==> src/rtl/matrix_keypad_scanner_assert.svh <==
// ----------------------------------------------------------------------------
// keypad scanner assertion macros
// shared assertion forms for the keypad scanner rtl
// ----------------------------------------------------------------------------
`ifndef MATRIX_KEYPAD_SCANNER_ASSERT_SVH
`define MATRIX_KEYPAD_SCANNER_ASSERT_SVH

// same-cycle implication, checked out of reset
`define MKS_ASSERT_NOW(label, clk, rst_n, ante, cons, msg) \
	label: assert property (@(posedge clk) disable iff (!(rst_n)) (ante) |-> (cons)) \
		else $error(msg);

// next-cycle implication, checked out of reset
`define MKS_ASSERT_NEXT(label, clk, rst_n, ante, cons, msg) \
	label: assert property (@(posedge clk) disable iff (!(rst_n)) (ante) |=> (cons)) \
		else $error(msg);

`endif

==> src/rtl/mks_pkg.sv <==
// ----------------------------------------------------------------------------
// keypad scanner package
// types, register map, phase codes and key table for the keypad scanner
// ----------------------------------------------------------------------------
package mks_pkg;

	localparam int TICK_COUNT_BITS = 16;
	localparam int CFG_W = 16;
	localparam int CMP_W = (TICK_COUNT_BITS > CFG_W) ? TICK_COUNT_BITS : CFG_W;
	localparam int ADDR_W = 3;
	localparam int DATA_W = 32;

	localparam logic [TICK_COUNT_BITS-1:0] CNT_MAX = {TICK_COUNT_BITS{1'b1}};
	localparam logic [CFG_W-1:0] DEBOUNCE_RESET = CFG_W'(20);

	// register index is paddr[2]
	localparam logic REG_DEBOUNCE = 1'b0;
	localparam logic REG_TIMEOUT = 1'b1;

	localparam logic [2:0] PH_IDLE = 3'd0;
	localparam logic [2:0] PH_WAIT_RELEASE = 3'd1;
	localparam logic [2:0] PH_DEB_RELEASE = 3'd2;
	localparam logic [2:0] PH_WAIT_PRESS = 3'd3;
	localparam logic [2:0] PH_DEB_PRESS = 3'd4;
	localparam logic [2:0] PH_SCAN = 3'd5;

	localparam logic [3:0] ROWS_NONE = 4'hf;
	localparam logic [2:0] DRIVE_ALL_LOW = 3'b000;
	localparam logic [6:0] CHAR_TIMEOUT = 7'h54;

	typedef logic [TICK_COUNT_BITS-1:0] cnt_t;

	typedef struct packed {
		logic read_request;
		logic [3:0] row_lines;
	} mks_in_t;

	typedef struct packed {
		logic [2:0] column_drive;
		logic key_valid;
		logic [6:0] key_char;
		logic timed_out;
		logic busy_res;
	} mks_out_t;

	function automatic cnt_t sat_inc(input cnt_t v);
		sat_inc = (v == CNT_MAX) ? v : v + cnt_t'(1);
	endfunction

	// a saturated counter counts as reached
	function automatic logic reached(input cnt_t count, input logic [CFG_W-1:0] limit);
		reached = (CMP_W'(count) >= CMP_W'(limit)) || (count == CNT_MAX);
	endfunction

	function automatic logic [1:0] first_low_row(input logic [3:0] rows);
		if (!rows[0]) begin
			first_low_row = 2'd0;
		end else if (!rows[1]) begin
			first_low_row = 2'd1;
		end else if (!rows[2]) begin
			first_low_row = 2'd2;
		end else if (!rows[3]) begin
			first_low_row = 2'd3;
		end else begin
			first_low_row = 2'd0;
		end
	endfunction

	function automatic logic [2:0] column_pattern(input logic [1:0] col);
		column_pattern = ~(3'b001 << col);
	endfunction

	function automatic logic [6:0] key_of(input logic [1:0] col, input logic [1:0] row);
		logic [6:0] ch;
		ch = 7'h00;
		case ({col, row})
			4'b00_00: ch = 7'h31; // 1
			4'b00_01: ch = 7'h34; // 4
			4'b00_10: ch = 7'h37; // 7
			4'b00_11: ch = 7'h2a; // *
			4'b01_00: ch = 7'h32; // 2
			4'b01_01: ch = 7'h35; // 5
			4'b01_10: ch = 7'h38; // 8
			4'b01_11: ch = 7'h30; // 0
			4'b10_00: ch = 7'h33; // 3
			4'b10_01: ch = 7'h36; // 6
			4'b10_10: ch = 7'h39; // 9
			4'b10_11: ch = 7'h23; // #
			default: ch = 7'h00;
		endcase
		key_of = ch;
	endfunction

endpackage

==> src/rtl/mks_in_if.sv <==
// ----------------------------------------------------------------------------
// keypad sample channel
// valid/ready channel carrying one row sample tick per beat
// ----------------------------------------------------------------------------
interface mks_in_if;
	import mks_pkg::*;

	logic valid;
	logic ready;
	mks_in_t data;

	modport source (output valid, output data, input ready);
	modport sink (input valid, input data, output ready);
endinterface

==> src/rtl/mks_out_if.sv <==
// ----------------------------------------------------------------------------
// keypad result channel
// valid/ready channel carrying one scanner result per beat
// ----------------------------------------------------------------------------
interface mks_out_if;
	import mks_pkg::*;

	logic valid;
	logic ready;
	mks_out_t data;

	modport source (output valid, output data, input ready);
	modport sink (input valid, input data, output ready);
endinterface

==> src/rtl/matrix_keypad_scanner.sv <==
// ----------------------------------------------------------------------------
// matrix keypad scanner
// 4x3 keypad read sequencer with debounce, column scan and optional timeout
// ----------------------------------------------------------------------------
// Every sample beat taken on in_ch gives exactly one result beat on out_ch.
// A sample is registered into s1 on acceptance; its result is written from s1
// into the output register once that register is free or its result is taken.
// One sample is accepted per clock cycle while results are taken; the output
// register lets the next sample in while a finished result waits. The keypad
// state lives in a handful of registers updated together with the output
// register when a sample advances. debounce_ticks and timeout_ticks are
// written over the APB port at byte addresses 0 and 4 and should only change
// while no read is in progress.

module matrix_keypad_scanner (
	input logic clk,
	input logic arst_n,
	input logic psel,
	input logic penable,
	input logic pwrite,
	input logic [mks_pkg::ADDR_W-1:0] paddr,
	input logic [mks_pkg::DATA_W-1:0] pwdata,
	output logic [mks_pkg::DATA_W-1:0] prdata,
	output logic pready,
	mks_in_if.sink in_ch,
	mks_out_if.source out_ch
);
	import mks_pkg::*;
	`include "matrix_keypad_scanner_assert.svh"

	logic [CFG_W-1:0] debounce_ticks_q;
	logic [CFG_W-1:0] timeout_ticks_q;

	logic valid_s1;
	mks_in_t sample_s1;

	logic out_valid_q;
	mks_out_t out_data_q;

	logic [2:0] phase_q, phase_d;
	cnt_t debounce_count_q, debounce_count_d;
	cnt_t elapsed_count_q, elapsed_count_d;
	logic [1:0] pressed_row_q, pressed_row_d;
	logic [1:0] scan_column_q, scan_column_d;
	mks_out_t res;

	logic advance;
	logic cfg_wr;
	cnt_t elapsed_inc;
	logic [1:0] col;
	logic waiting;

	// configuration port
	assign pready = 1'b1;
	assign cfg_wr = psel && penable && pwrite;

	always_ff @(posedge clk or negedge arst_n) begin
		if (!arst_n) begin
			debounce_ticks_q <= DEBOUNCE_RESET;
			timeout_ticks_q <= '0;
		end else if (cfg_wr) begin
			unique case (paddr[2])
				REG_DEBOUNCE: debounce_ticks_q <= pwdata[CFG_W-1:0];
				REG_TIMEOUT: timeout_ticks_q <= pwdata[CFG_W-1:0];
				default: ;
			endcase
		end
	end

	always_comb begin
		prdata = '0;
		unique case (paddr[2])
			REG_DEBOUNCE: prdata = DATA_W'(debounce_ticks_q);
			REG_TIMEOUT: prdata = DATA_W'(timeout_ticks_q);
			default: prdata = '0;
		endcase
	end

	// handshake: s1 moves into the output register when that is free
	assign advance = valid_s1 && (!out_valid_q || out_ch.ready);
	assign in_ch.ready = !valid_s1 || advance;
	assign out_ch.valid = out_valid_q;
	assign out_ch.data = out_data_q;

	always_ff @(posedge clk or negedge arst_n) begin
		if (!arst_n) begin
			valid_s1 <= 1'b0;
		end else if (in_ch.ready) begin
			valid_s1 <= in_ch.valid;
		end
	end

	always_ff @(posedge clk) begin
		if (in_ch.ready && in_ch.valid) begin
			sample_s1 <= in_ch.data;
		end
	end

	// next state and result for the sample in s1
	assign elapsed_inc = sat_inc(elapsed_count_q);
	assign col = (scan_column_q > 2'd2) ? 2'd2 : scan_column_q;
	assign waiting = (phase_q == PH_WAIT_RELEASE) || (phase_q == PH_WAIT_PRESS);

	always_comb begin
		phase_d = phase_q;
		debounce_count_d = debounce_count_q;
		elapsed_count_d = elapsed_count_q;
		pressed_row_d = pressed_row_q;
		scan_column_d = scan_column_q;
		res.column_drive = DRIVE_ALL_LOW;
		res.key_valid = 1'b0;
		res.key_char = '0;
		res.timed_out = 1'b0;

		if (phase_q < PH_WAIT_RELEASE || phase_q > PH_SCAN) begin
			phase_d = PH_IDLE;
			if (sample_s1.read_request) begin
				phase_d = PH_WAIT_RELEASE;
				elapsed_count_d = '0;
				debounce_count_d = '0;
			end
		end else begin
			elapsed_count_d = elapsed_inc;
			if (waiting && timeout_ticks_q != '0 && reached(elapsed_inc, timeout_ticks_q)) begin
				res.key_valid = 1'b1;
				res.key_char = CHAR_TIMEOUT;
				res.timed_out = 1'b1;
				phase_d = PH_IDLE;
			end else begin
				unique case (phase_q)
					PH_WAIT_RELEASE: begin
						if (sample_s1.row_lines == ROWS_NONE) begin
							phase_d = PH_DEB_RELEASE;
							debounce_count_d = '0;
						end
					end
					PH_DEB_RELEASE: begin
						if (reached(debounce_count_q, debounce_ticks_q)) begin
							phase_d = PH_WAIT_PRESS;
						end else begin
							debounce_count_d = sat_inc(debounce_count_q);
						end
					end
					PH_WAIT_PRESS: begin
						if (sample_s1.row_lines != ROWS_NONE) begin
							phase_d = PH_DEB_PRESS;
							debounce_count_d = '0;
						end
					end
					PH_DEB_PRESS: begin
						if (sample_s1.row_lines == ROWS_NONE) begin
							phase_d = PH_WAIT_PRESS;
						end else if (reached(debounce_count_q, debounce_ticks_q)) begin
							pressed_row_d = first_low_row(sample_s1.row_lines);
							scan_column_d = 2'd0;
							phase_d = PH_SCAN;
							res.column_drive = column_pattern(2'd0);
						end else begin
							debounce_count_d = sat_inc(debounce_count_q);
						end
					end
					default: begin
						// column scan: rows answer the pattern sent last beat
						if (sample_s1.row_lines != ROWS_NONE) begin
							res.key_valid = 1'b1;
							res.key_char = key_of(col, pressed_row_q);
							phase_d = PH_IDLE;
						end else if (col < 2'd2) begin
							scan_column_d = col + 2'd1;
							res.column_drive = column_pattern(col + 2'd1);
						end else begin
							phase_d = PH_WAIT_PRESS;
						end
					end
				endcase
			end
		end
		res.busy_res = (phase_d != PH_IDLE);
	end

	always_ff @(posedge clk or negedge arst_n) begin
		if (!arst_n) begin
			phase_q <= PH_IDLE;
			debounce_count_q <= '0;
			elapsed_count_q <= '0;
			pressed_row_q <= '0;
			scan_column_q <= '0;
			out_valid_q <= 1'b0;
		end else begin
			if (advance) begin
				phase_q <= phase_d;
				debounce_count_q <= debounce_count_d;
				elapsed_count_q <= elapsed_count_d;
				pressed_row_q <= pressed_row_d;
				scan_column_q <= scan_column_d;
				out_valid_q <= 1'b1;
			end else if (out_ch.ready) begin
				out_valid_q <= 1'b0;
			end
		end
	end

	always_ff @(posedge clk) begin
		if (advance) begin
			out_data_q <= res;
		end
	end

	`MKS_ASSERT_NEXT(a_phase_holds, clk, arst_n, !advance, $stable(phase_q), "phase moved without a beat")
	`MKS_ASSERT_NOW(a_timeout_char, clk, arst_n, out_valid_q && out_data_q.timed_out, out_data_q.key_valid && out_data_q.key_char == CHAR_TIMEOUT, "timeout result malformed")
	`MKS_ASSERT_NOW(a_key_ends_read, clk, arst_n, out_valid_q && out_data_q.key_valid, !out_data_q.busy_res, "read still busy after its result")
	`MKS_ASSERT_NOW(a_scan_column, clk, arst_n, phase_q == PH_SCAN, scan_column_q <= 2'd2, "scan column out of range")

endmodule
==> src/flat_wrapper.sv <==
// flat-port wrapper written by rule: the top's interface ports become plain ports
module matrix_keypad_scanner_flat import mks_pkg::*;
  (clk, arst_n, psel, penable, pwrite, paddr, pwdata, prdata, pready, in_ch_valid, in_ch_data, in_ch_ready, out_ch_valid, out_ch_data, out_ch_ready);
  mks_in_if in_ch_i ();
  mks_out_if out_ch_i ();
  input logic clk;
  input logic arst_n;
  input logic psel;
  input logic penable;
  input logic pwrite;
  input logic [mks_pkg::ADDR_W-1:0] paddr;
  input logic [mks_pkg::DATA_W-1:0] pwdata;
  output logic [mks_pkg::DATA_W-1:0] prdata;
  output logic pready;
  input wire logic [$bits(in_ch_i.valid)-1:0] in_ch_valid;
  input wire logic [$bits(in_ch_i.data)-1:0] in_ch_data;
  output wire logic [$bits(in_ch_i.ready)-1:0] in_ch_ready;
  output wire logic [$bits(out_ch_i.valid)-1:0] out_ch_valid;
  output wire logic [$bits(out_ch_i.data)-1:0] out_ch_data;
  input wire logic [$bits(out_ch_i.ready)-1:0] out_ch_ready;
  assign in_ch_i.valid = in_ch_valid;
  assign in_ch_i.data = in_ch_data;
  assign in_ch_ready = in_ch_i.ready;
  assign out_ch_valid = out_ch_i.valid;
  assign out_ch_data = out_ch_i.data;
  assign out_ch_i.ready = out_ch_ready;
  matrix_keypad_scanner u_core (.clk(clk), .arst_n(arst_n), .psel(psel), .penable(penable), .pwrite(pwrite), .paddr(paddr), .pwdata(pwdata), .prdata(prdata), .pready(pready), .in_ch(in_ch_i), .out_ch(out_ch_i));
endmodule
==> config.mk <==
export PLATFORM = sky130hd
export DESIGN_NAME = matrix_keypad_scanner_flat
export DESIGN_NICKNAME = d
export VERILOG_FILES = /design/src/rtl/mks_pkg.sv /design/src/rtl/mks_in_if.sv /design/src/rtl/mks_out_if.sv /design/src/rtl/matrix_keypad_scanner.sv /design/src/flat_wrapper.sv
export VERILOG_INCLUDE_DIRS = /design/src /design/src/rtl
export SDC_FILE = /design/constraint.sdc
export NUM_CORES = 1
export LEC_CHECK = 0
export BUFFER_PORTS_ARGS = -buffer_cell sky130_fd_sc_hd__buf_2
export CAP_MARGIN = 30
export CORE_ASPECT_RATIO = 0.8
export CORE_UTILIZATION = 55
export CTS_CLUSTER_DIAMETER = 80
export DETAILED_ROUTE_END_ITERATION = 12
export PLACE_DENSITY = 0.78
export SYNTH_ARGS = -nofsm -noshare
export SYNTH_HDL_FRONTEND = slang
export SYNTH_SLANG_ARGS = --single-unit
==> constraint.sdc <==
create_clock -name clk -period 9.3 [get_ports clk]
set_input_delay 1.86 -clock clk [delete_from_list [all_inputs] [get_ports clk]]
set_output_delay 1.86 -clock clk [all_outputs]
set_load 0.05 [all_outputs]
# After elaboration in Yosys (flattened, before gate mapping)
# Memory sizes are Yosys's and may differ from the RTL's.
# Cells that the tools add are included.
[classes]
addsub = 3
order_cmp = 6
eq_ne = 17
shifts = 1
n_mux = 44
bitwise_logic = 7
reduce_logical = 29
[op_table]
columns = ["op", "count"]
rows = [
  ["2-to-1 mux 16 bit", 10],
  ["one-hot mux 16 bit (4 select lines)", 1],
  ["one-hot mux 32 bit (2 select lines)", 1],
  ["equality test 16 bit, second input constant", 3],
  ["2-to-1 mux 3 bit", 13],
  ["adder 16 x 1 -> 16 bit, second input constant", 2],
  ["greater-or-equal comparator 16 bit", 2],
  ["2-to-1 mux 8 bit", 3],
  ["2-to-1 mux 2 bit", 9],
  ["nonzero test 16 bit", 1],
  ["one-hot mux 3 bit (4 select lines)", 1],
  ["AND reduction 8 bit", 1],
  ["AND reduction 7 bit", 1],
  ["OR reduction 7 bit", 1],
  ["equality test 3 x 2 -> 1 bit, second input constant", 2],
  ["logical AND 1 bit", 6],
  ["logical OR 1 bit", 6],
  ["inequality test 2 x 1 -> 1 bit, second input constant", 3],
  ["inequality test 3 bit, second input constant", 2],
  ["inverter 1 bit", 6],
  ["one-hot mux 3 bit (2 select lines)", 1],
  ["AND reduction 2 bit", 3],
  ["AND reduction 6 bit", 1],
  ["nonzero test 5 bit", 1],
  ["21 further kinds", 27],
]
[word_totals]
register_bits = 91
romBits = 96
inputBits = 47
out_inout_bits = 48
wordCells = 125
n_memories = 1
[memory_table]
columns = ["memory", "depth", "word_bits", "rd", "rd_ports_with_merged_regs", "wr", "line", "text"]
rows = [
  ["(name not given)", 16, 6, 1, 0, 0, "mks_pkg.sv:76", "case ({col, row})"],
]

# Depth between registers and ports, before layout
# Gate-level depths: netlist (run 1).
[depth]
ltp_word = 9
mapped_depth = 19
depth_no_buf = 15

# Least setup slack after synthesis (run 1)
# No wires, ideal clock.
[synth_timing]
path_kind = "input to output"
start = "input port paddr[2] (netlist bit)"
end = "output port prdata[15] (netlist bit)"
arrival_time_ns = 3.280
required_ns = 7.440
path_slack_ns = 4.160
path_stages = 3
path_buffers = 2
path_cell_list = "clkbuf_1 clkbuf_1 o21ai_0"
[synth_via]
elab_chain_len = 2
[synth_lines]
columns = ["element", "line", "text"]
rows = [
  ["from (decl)", "flat_wrapper.sv:11", "input logic [mks_pkg::ADDR_W-1:0] paddr;"],
  ["inverter 1 bit (no line)", "-", ""],
  ["one-hot mux 32 bit (2 select lines) *", "matrix_keypad_scanner.sv:72", "unique case (paddr[2])"],
  ["to (decl)", "flat_wrapper.sv:13", "output logic [mks_pkg::DATA_W-1:0] prdata;"],
]
# Mark *: on every way between the ends. The rest lies on a longest branch, timed or not. The select of a mux whose other input is x is not followed.

# Final worst setup path (run 1)
[layout_timing]
start = "input port paddr[2] (netlist bit)"
end = "output port prdata[11] (netlist bit)"
# Same word-level chain as after synthesis.

==> results of run 1 <==
kinds of logic after synthesis:
family,synth area share
xor+xnor,0.0150
mux,0.0749
compound gates,0.157
other cells,0.00128
flops,0.400
simple gates,0.180
buf+inv,0.0845
fa+ha+maj,0.0878
area by class of cell:
type                       instances  area (um^2)  area share
multi-input combinational        445         3070       0.478
inverter                          48          180      0.0281
clock buffer                      11          264      0.0411
timing repair buffer              61          325      0.0507
tap                              140          175      0.0273
sequential                        90         2340       0.365
clock inverter                     5         66.3      0.0103
cells in the final DEF, fill, tap and decap left out, drive strengths merged, types with 3 or more instances in the layout:
cell type  netlist  final
a2111oi          4      4
a211oi           6      6
a21oi           19     19
a22o             9      9
a31oi            7      7
and2             6      6
and3             8      8
and4             5      5
buf             30     61
clkbuf          17     11
conb             2     17
dfrtp           71     71
edfxtp          17     17
ha              41     41
inv             47     49
mux2            35     35
mux2i            4      4
nand2           66     66
nand2b          12     12
nand3           24     24
nand4           15     15
nand4b           3      3
nor2            34     34
nor3             5      5
nor4             9      9
o21ai           57     57
o31ai            8      8
o32ai            3      3
o41ai            5      5
or2              3      3
or4              3      3
xnor2            7      7
xor2             3      3
metrics by stage:
| stage | std cells | cell area (um^2) |
|---|---|---|
| detailed placement | 783 | 6070 |
| global placement | 783 | 6070 |
| CTS | 799 | 6400 |
| global route | 800 | 6420 |
| finish | 800 | 6420 |
| floorplan | 630 | 5900 |
where the power goes:
| part | switching, mW | leakage [nW] | internal, mW |
|---|---|---|---|
| combinational | 0.240 | 1.70 | 0.120 |
| sequential | 0.0599 | 1.10 | 0.453 |
| clock | 0.162 | 0.159 | 0.235 |
| total | 0.462 | 2.97 | 0.808 |
Yosys cell counts (all sizes together), types with 6 or more instances:
| library cell | n |
|---|---|
| nand3 | 24 |
| a22o | 9 |
| nand4 | 15 |
| nand2 | 66 |
| nand2b | 12 |
| clkbuf | 17 |
| edfxtp | 17 |
| xnor2 | 7 |
| a31oi | 7 |
| inv | 47 |
| nor2 | 34 |
| a211oi | 6 |
| a21oi | 19 |
| o21ai | 57 |
| mux2 | 35 |
| and2 | 6 |
| buf | 30 |
| o31ai | 8 |
| ha | 41 |
| nor4 | 9 |
| and3 | 8 |
| dfrtp | 71 |
layer usage:
| layer | track usage | vias to the layer above | part of all wire |
|---|---|---|---|
| met3 | 0.0490 | 11 | 0.062 |
| li1 | - | 2260 | - |
| met1 | 0.355 | 2196 | 0.47 |
| met2 | 0.376 | 147 | 0.46 |
| met5 | 0 | - | 0 |
| met4 | 0.0749 | 0 | 0.015 |
final timing paths:
check                                                 startpoint                                      to  cells after the start
max                                                     paddr[2]                              prdata[11]                      4
min                                  u_core.valid_s1$_DFFE_PN0N_         u_core.out_ch.valid$_DFFE_PN0P_                      1
max reg2reg                u_core.elapsed_count_q[0]$_DFFE_PN0P_  u_core.debounce_count_q[5]$_DFFE_PN0P_                     15
min reg2reg                          u_core.valid_s1$_DFFE_PN0N_         u_core.out_ch.valid$_DFFE_PN0P_                      1
max in group asynchronous                                 arst_n  u_core.debounce_ticks_q[4]$_DFFE_PN1P_                      2
min in group asynchronous                                 arst_n   u_core.elapsed_count_q[6]$_DFFE_PN0P_                      1
flip-flops by register name, summed over array words and instances, names as in the netlist:
name / count
u_core.debounce_count_q: 16
u_core.debounce_ticks_q: 16
u_core.elapsed_count_q: 16
u_core.timeout_ticks_q: 16
u_core.out_ch.data: 12
u_core.sample_s1: 5
u_core.phase_q: 3
u_core.pressed_row_q: 2
u_core.scan_column_q: 2
u_core.out_ch.valid: 1
u_core.valid_s1: 1
==> results by group, run 1 <==
Synthesis
  – Mapped Area: 5850 um^2
  – Flop and latch count out of synthesis: 90
  – Post-synth cell types: 69
  – Largest cells by area after synthesis: dfrtp_1 30%, ha_1 8.8%, edfxtp_1 8.7%, mux2_2 6.5%, nand2_1 4.2%
  – Yosys Warn Count: 0
  – Mapped Cells: 615
  – Post-synth EDFFs: 17
  – Asr flop ratio synth: 0.811
  – Syn_area_per_cell: 9.51 um^2
  – Commonest register cell after synthesis: dfrtp_1
  – Post-synthesis sequential area ratio: 0.400
  – Top-area cell type share of the netlist area: 0.304
  – Area leader, netlist: dfrtp_1

Power and ir drop
  – Total power draw: 1.27 mW
  – Cell leakage power: 2.97 nW
  – VDD IR max: 0.178 mV
  – Pwr/cell area: 198 nW/um^2

Worst setup path
  – Kind of cell adding the most delay to the critical path: buffers and inverters
  – Critical path type: in -> out
  – Worst endpoint required time: 7.44 ns
  – Crit path DAT: 2.89 ns
  – WP buf/inv: 2
  – CP Capture Type: primary output
  – Critical Path Max Stage Delay: 0.42 ns
  – CP max FO: 33
  – Critical Path Start Type: primary input
  – Crit-path most repeated cell: buf_2
  – Crit-path cells: buf_2 -> nand2_1 -> o21ai_0 -> buf_2
  – R2R Setup Slk: 4.90 ns
  – Crit-path slowest cell: buf_2

Hold path
  – Hold crit path type: reg -> reg

CTS
  – Clk root buf: clkbuf_16
  – TritonCTS clock tree: done
  – Post_cts resized: 0
  – TritonCTS Buffers: 9
  – H-tree depth: 3
  – Hold_buf cts: 0
  – Setup Buffers After CTS: 0
  – Reg clk slew, reported paths: 0.07 ns
  – CTS sink cnt: 90
  – CTS Buffer Depth: 2
  – Worst-Skew Late Latency: 0.35 ns

GRT
  – Vias in the first global route: 4191
  – Overflow after GRT: 0
  – Tot GR Track Use: 0.248
  – Initial antenna violation count: 0
  – Pin count of the biggest net entering global routing: 74
  – First-pass GRT wire length: 20800 um

STA
  – Pins Over Slew Limit: 0
  – Setup violations, final: 0
  – Clock Skews: 0.00718 ns
  – Hold Fails Final Rpt: 0
  – Fin crit share: 0.510
  – Setup slack after layout: 4.55 ns
  – Setup TNS: 0 ns
  – Final Critical Period: 4.75 ns
  – Rel. slew slack: 0.343
  – Hold WS: 0.510 ns
  – Worst Max-Slew Pin Slew: 0.981 ns
  – FMAX: 211 MHz
  – RSZ-0062 raised after global routing: no

Finish
  – Area Overhead vs Synth: 9.80%
  – Share of cells above drive strength 1: 0.195
  – Final Util: 0.624
  – Antenna Diode Count: 0
  – Nets@finish: 743
  – Fillcell total: 847

Routing
  – Routed vias: 4614
  – Post-route ant nets: 0
  – Initial drt markers: 319
  – WL final: 12800 um
  – DRT Pass-1 Iters: 5
  – Via/cell ratio: 5.77
  – Wirelength per Cell: 16.0 um
  – Drt drc: 0

Floorplan
  – Rows: 33
  – Die height: 94.2 um
  – Core Box Area: 10300 um^2
  – Initial core utilization: 0.569
  – Die Width: 117 um
  – Die ar.: 11000 um^2
  – # IOs: 95

Placed design
  – Number of port buffers: 59
  – Worst slack, placed: 4.57 ns
  – GP Congestion: 0.851
  – Final HPWL DP: 9290 um

Outcome
  – Outcome: completed

Run
  – Max Cap Viol: 0
Note: power is estimated with default switching activity, not from simulation.
==> run 2, diff against run 1 <==
==> constraint.sdc (replaced) <==
create_clock -name clk -period 4.7 [get_ports clk]
set_input_delay 0.94 -clock clk [delete_from_list [all_inputs] [get_ports clk]]
set_output_delay 0.94 -clock clk [all_outputs]
set_load 0.05 [all_outputs]
==> results by group, run 2 (synthesis results as in run 1) <==
Outcome
  – Outcome: completed

STA
  – Final Critical Period: 4.21 ns
  – RSZ-0062 raised after global routing: no
  – Hold WS: 0.505 ns
  – Clock Skews: 0.0126 ns
  – Setup violations, final: 0
  – FMAX: 238 MHz
  – Fin crit share: 0.896
  – Worst Max-Slew Pin Slew: 0.951 ns
  – Rel. slew slack: 0.364
  – Hold Fails Final Rpt: 0
  – Pins Over Slew Limit: 0
  – Setup TNS: 0 ns

Placed design
  – Placed Instance Area: 6080 um^2
  – Final HPWL DP: 9450 um
  – Number of port buffers: 59
  – GP Congestion: 0.872

CTS
  – Worst-Skew Late Latency: 0.34 ns
  – H-tree depth: 3
  – TritonCTS clock tree: done
  – Setup Buffers After CTS: 0
  – Reg clk slew, reported paths: 0.07 ns
  – Clk root buf: clkbuf_16
  – CTS Buffer Depth: 2
  – TritonCTS Buffers: 9
  – CTS sink cnt: 90

Floorplan
  – Rows: 33
  – Core Box Area: 10300 um^2
  – Die ar.: 11000 um^2
  – Die Width: 117 um
  – Initial core utilization: 0.569
  – # IOs: 95
  – Die height: 94.2 um

Worst setup path
  – Worst endpoint required time: 4.94 ns
  – Critical Path Start Type: flip-flop
  – CP max FO: 21
  – Crit path DAT: 4.45 ns
  – CP Capture Type: flip-flop
  – Critical path type: reg -> reg

GRT
  – Tot GR Track Use: 0.255
  – Overflow after GRT: 0
  – Initial antenna violation count: 0
  – Vias in the first global route: 4273
  – Pin count of the biggest net entering global routing: 74
  – First-pass GRT wire length: 21400 um

Finish
  – Most common cell after layout, fill and taps aside: dfrtp_1
  – Nets@finish: 744
  – Antenna Diode Count: 0
  – Commonest non-fill, non-tap cells in the layout: 71 x dfrtp_1, 66 x nand2_1, 58 x buf_2
  – Share of cells above drive strength 1: 0.195
  – Area Overhead vs Synth: 9.16%
  – Cell area after layout: 6380 um^2

Power and ir drop
  – Cell leakage power: 2.95 nW
  – Sw power: 904 uW
  – Pwr/cell area: 381 nW/um^2
  – P_int: 1.53 mW
  – Combinational power share: 0.297
  – Switching share of power: 0.372
  – Reg power frac: 0.418
  – Clock power share: 0.285
  – VDD IR max: 0.360 mV

Routing
  – Wirelength per Cell: 16.3 um
  – Drt drc: 0
  – WL final: 13100 um
  – Post-route ant nets: 0
  – Initial drt markers: 335
  – Routed vias: 4725
  – Via/cell ratio: 5.90
  – DRT Pass-1 Iters: 6

Run
  – Max Cap Viol: 0

Hold path
  – Hold crit path type: reg -> reg
-- run 2: final timing paths --
check	from	to	slack (ns)	cells past startpoint
max	u_core.elapsed_count_q[0]$_DFFE_PN0P_	u_core.debounce_count_q[5]$_DFFE_PN0P_	0.49	15
min	u_core.debounce_ticks_q[3]$_DFFE_PN0P_	u_core.debounce_ticks_q[3]$_DFFE_PN0P_	0.50	1
max reg2reg	u_core.elapsed_count_q[0]$_DFFE_PN0P_	u_core.debounce_count_q[5]$_DFFE_PN0P_	0.49	15
min reg2reg	u_core.debounce_ticks_q[3]$_DFFE_PN0P_	u_core.debounce_ticks_q[3]$_DFFE_PN0P_	0.50	1
max in group asynchronous	arst_n	u_core.scan_column_q[1]$_DFFE_PN0P_	3.57	2
min in group asynchronous	arst_n	u_core.elapsed_count_q[0]$_DFFE_PN0P_	0.56	1
-- run 2: power groups by stage --
stage	clock network (mW)	registers (mW)	logic, mW
finish	0.693	1.02	0.722
global route	0.734	1.03	0.796
CTS	0.703	1.01	0.718
detailed placement	0	1.03	0.706
global placement	0	1.02	0.679
floorplan	0	1.00	0.551
-- run 2: final cells by class --
cell class,instances,area [um^2]
Timing Repair Buffer,62,333
Inverter,48,180
Clock buffer,13,260
Sequential cell,90,2340
Fill cell,842,3900
Tap cell,140,175
Multi-Input combinational cell,445,3070
Clock inverter,3,22.5
-- run 2: per-layer routing --
layer | up-vias | track usage | wire length [um]
met3 | 12 | 0.0523 | 867
met1 | 2296 | 0.352 | 5900
met4 | 0 | 0.0622 | 133
met5 | - | 0 | 0
li1 | 2264 | - | -
met2 | 153 | 0.408 | 6190
-- run 2: critical path, stage by stage, from the launching register on --
cell       delay (ns)
dfrtp_1          0.49
ha_2             0.37
and3_1           0.29
nand4_4          0.19
and3_4           0.27
nand3_2          0.11
xnor2_1          0.14
ha_1             0.25
o21a_1           0.10
o211ai_1         0.17
a211o_1          0.12
a2111oi_0        0.09
o21ai_0          0.38
nand4b_4         0.34
or2_1            0.49
o41ai_1          0.29
-- run 2: metrics by stage --
stage	instances	worst slack [ns]	utilization	power [mW]
floorplan	630	1.37	-	1.55
global placement	784	0.494	0.591	1.70
detailed placement	784	0.369	0.591	1.73
CTS	800	0.340	0.618	2.43
global route	801	0.0809	0.621	2.56
finish	801	0.490	0.621	2.43
-- run 2: timing repair --
action | CTS | global route
hold buffers | 0 | 0
endpoints found under the setup margin | 0 | 4
gates resized for setup | 0 | 1
==> run 3, diff against run 2 <==
--- a/config.mk
+++ b/config.mk
@@ -8,7 +8,6 @@
 export LEC_CHECK = 0
 export BUFFER_PORTS_ARGS = -buffer_cell sky130_fd_sc_hd__buf_2
 export CAP_MARGIN = 30
-export CORE_ASPECT_RATIO = 0.8
 export CORE_UTILIZATION = 55
 export CTS_CLUSTER_DIAMETER = 80
 export DETAILED_ROUTE_END_ITERATION = 12
==> results by group, run 3 (synthesis results as in run 1) <==
Run
  – Max Cap Viol: 0

STA
  – Pins Over Slew Limit: 0
  – FMAX: 239 MHz
  – Worst Max-Slew Pin Slew: 0.934 ns
  – Setup violations, final: 0
  – Setup slack after layout: 0.522 ns
  – Hold Fails Final Rpt: 0
  – Fin crit share: 0.889
  – Final Critical Period: 4.18 ns
  – Rel. slew slack: 0.375
  – Clock Skews: 0.0147 ns
  – RSZ-0062 raised after global routing: no
  – Setup TNS: 0 ns

CTS
  – Hold_buf cts: 0
  – CTS sink cnt: 90
  – H-tree depth: 3
  – CTS Buffer Depth: 2
  – Worst-Skew Late Latency: 0.37 ns
  – TritonCTS Buffers: 9
  – Clk root buf: clkbuf_8
  – Reg clk slew, reported paths: 0.10 ns
  – Setup Buffers After CTS: 0
  – Post_cts resized: 0
  – TritonCTS clock tree: done

GRT
  – Pin count of the biggest net entering global routing: 74
  – Overflow after GRT: 0
  – Initial antenna violation count: 0
  – Tot GR Track Use: 0.246
  – Vias in the first global route: 4529
  – First-pass GRT wire length: 21700 um

Power and ir drop
  – VDD IR max: 0.290 mV
  – P_int: 1.44 mW
  – Clock power share: 0.261
  – Switching share of power: 0.381
  – Sw power: 889 uW
  – Total power draw: 2.33 mW
  – Cell leakage power: 2.93 nW
  – Combinational power share: 0.307
  – Reg power frac: 0.433
  – Pwr/cell area: 369 nW/um^2

Floorplan
  – Rows: 37
  – # IOs: 95
  – Initial core utilization: 0.566
  – Core Box Area: 10300 um^2
  – Die Width: 105 um
  – Die ar.: 11000 um^2
  – Die height: 105 um

Worst setup path
  – Worst endpoint required time: 4.96 ns
  – CP Capture Type: flip-flop
  – Critical path type: reg -> reg
  – CP max FO: 13
  – Crit path DAT: 4.44 ns
  – Critical Path Start Type: flip-flop

Hold path
  – Hold crit path type: reg -> reg

Routing
  – Via/cell ratio: 5.91
  – DRT Pass-1 Iters: 7
  – Wirelength per Cell: 16.2 um
  – Routed vias: 4715
  – WL final: 13000 um
  – Post-route ant nets: 0
  – Drt drc: 0
  – Initial drt markers: 233

Finish
  – Commonest non-fill, non-tap cells in the layout: 71 x dfrtp_1, 66 x nand2_1, 59 x buf_2
  – Nets@finish: 745
  – Most common cell after layout, fill and taps aside: dfrtp_1
  – Final Util: 0.613
  – Antenna Diode Count: 0
  – Share of cells above drive strength 1: 0.196
  – Area Overhead vs Synth: 8.26%

Placed design
  – Worst slack, placed: 0.581 ns
  – GP Congestion: 0.919
  – Final HPWL DP: 9480 um
  – Number of port buffers: 59

Outcome
  – Outcome: completed
## run 3: cell type report
class / count / area (um^2)
sequential: 90 / 2340
clock inverter: 6 / 97.6
timing repair buffer: 63 / 345
multi-input combinational: 445 / 3070
clock buffer: 10 / 128
inverter: 48 / 180
tap: 136 / 170
fill: 868 / 4000
## run 3: metrics by stage
| step | hold WS, ns | cell area (um^2) | cells |
|---|---|---|---|
| 2_1_floorplan | 0.457 | 5900 | 630 |
| 3_3_place_gp | 0.479 | 6080 | 781 |
| 3_5_place_dp | 0.479 | 6080 | 781 |
| 4_1_cts | 0.500 | 6300 | 797 |
| 5_1_grt | 0.524 | 6330 | 798 |
| 6_report | 0.488 | 6330 | 798 |
## run 3: final timing paths
| check | startpoint | endpoint | slack, ns | cells past startpoint |
|---|---|---|---|---|
| worst max-delay path | u_core.elapsed_count_q[0]$_DFFE_PN0P_ | u_core.debounce_count_q[5]$_DFFE_PN0P_ | 0.52 | 15 |
| worst min-delay path | u_core.valid_s1$_DFFE_PN0N_ | u_core.out_ch.valid$_DFFE_PN0P_ | 0.49 | 1 |
| worst max register to register | u_core.elapsed_count_q[0]$_DFFE_PN0P_ | u_core.debounce_count_q[5]$_DFFE_PN0P_ | 0.52 | 15 |
| worst min register to register | u_core.valid_s1$_DFFE_PN0N_ | u_core.out_ch.valid$_DFFE_PN0P_ | 0.49 | 1 |
| max in group asynchronous | arst_n | u_core.debounce_ticks_q[2]$_DFFE_PN1P_ | 3.56 | 3 |
| min in group asynchronous | arst_n | u_core.pressed_row_q[0]$_DFFE_PN0P_ | 0.52 | 2 |
## run 3: routing by layer
| layer | track usage | vias to the layer above | share of wire |
|---|---|---|---|
| met5 | 0 | - | 0 |
| met1 | 0.326 | 2280 | 0.44 |
| li1 | - | 2254 | - |
| met2 | 0.404 | 154 | 0.47 |
| met4 | 0.0895 | 0 | 0.028 |
| met3 | 0.0455 | 27 | 0.052 |
## run 3: worst max-delay path, cell delays in order (launching register included)
cell       delay, ns
dfrtp_1         0.49
ha_1            0.44
and3_1          0.32
nand4_4         0.19
nand2_1         0.18
nor2_1          0.09
xor2_1          0.16
ha_1            0.30
nand2_1         0.09
nor2_1          0.05
a2111oi_0       0.31
o31ai_1         0.12
o21ai_0         0.37
nand4b_4        0.21
or2_1           0.44
o41ai_1         0.32
## run 3: power groups by stage
stage | sequential, mW | clock [mW] | combinational (mW)
after floorplan | 1.00 | 0 | 0.551
after global placement | 1.01 | 0 | 0.680
after detailed placement | 1.02 | 0 | 0.709
after CTS | 1.01 | 0.622 | 0.713
after global routing | 1.03 | 0.648 | 0.786
final | 1.01 | 0.608 | 0.716
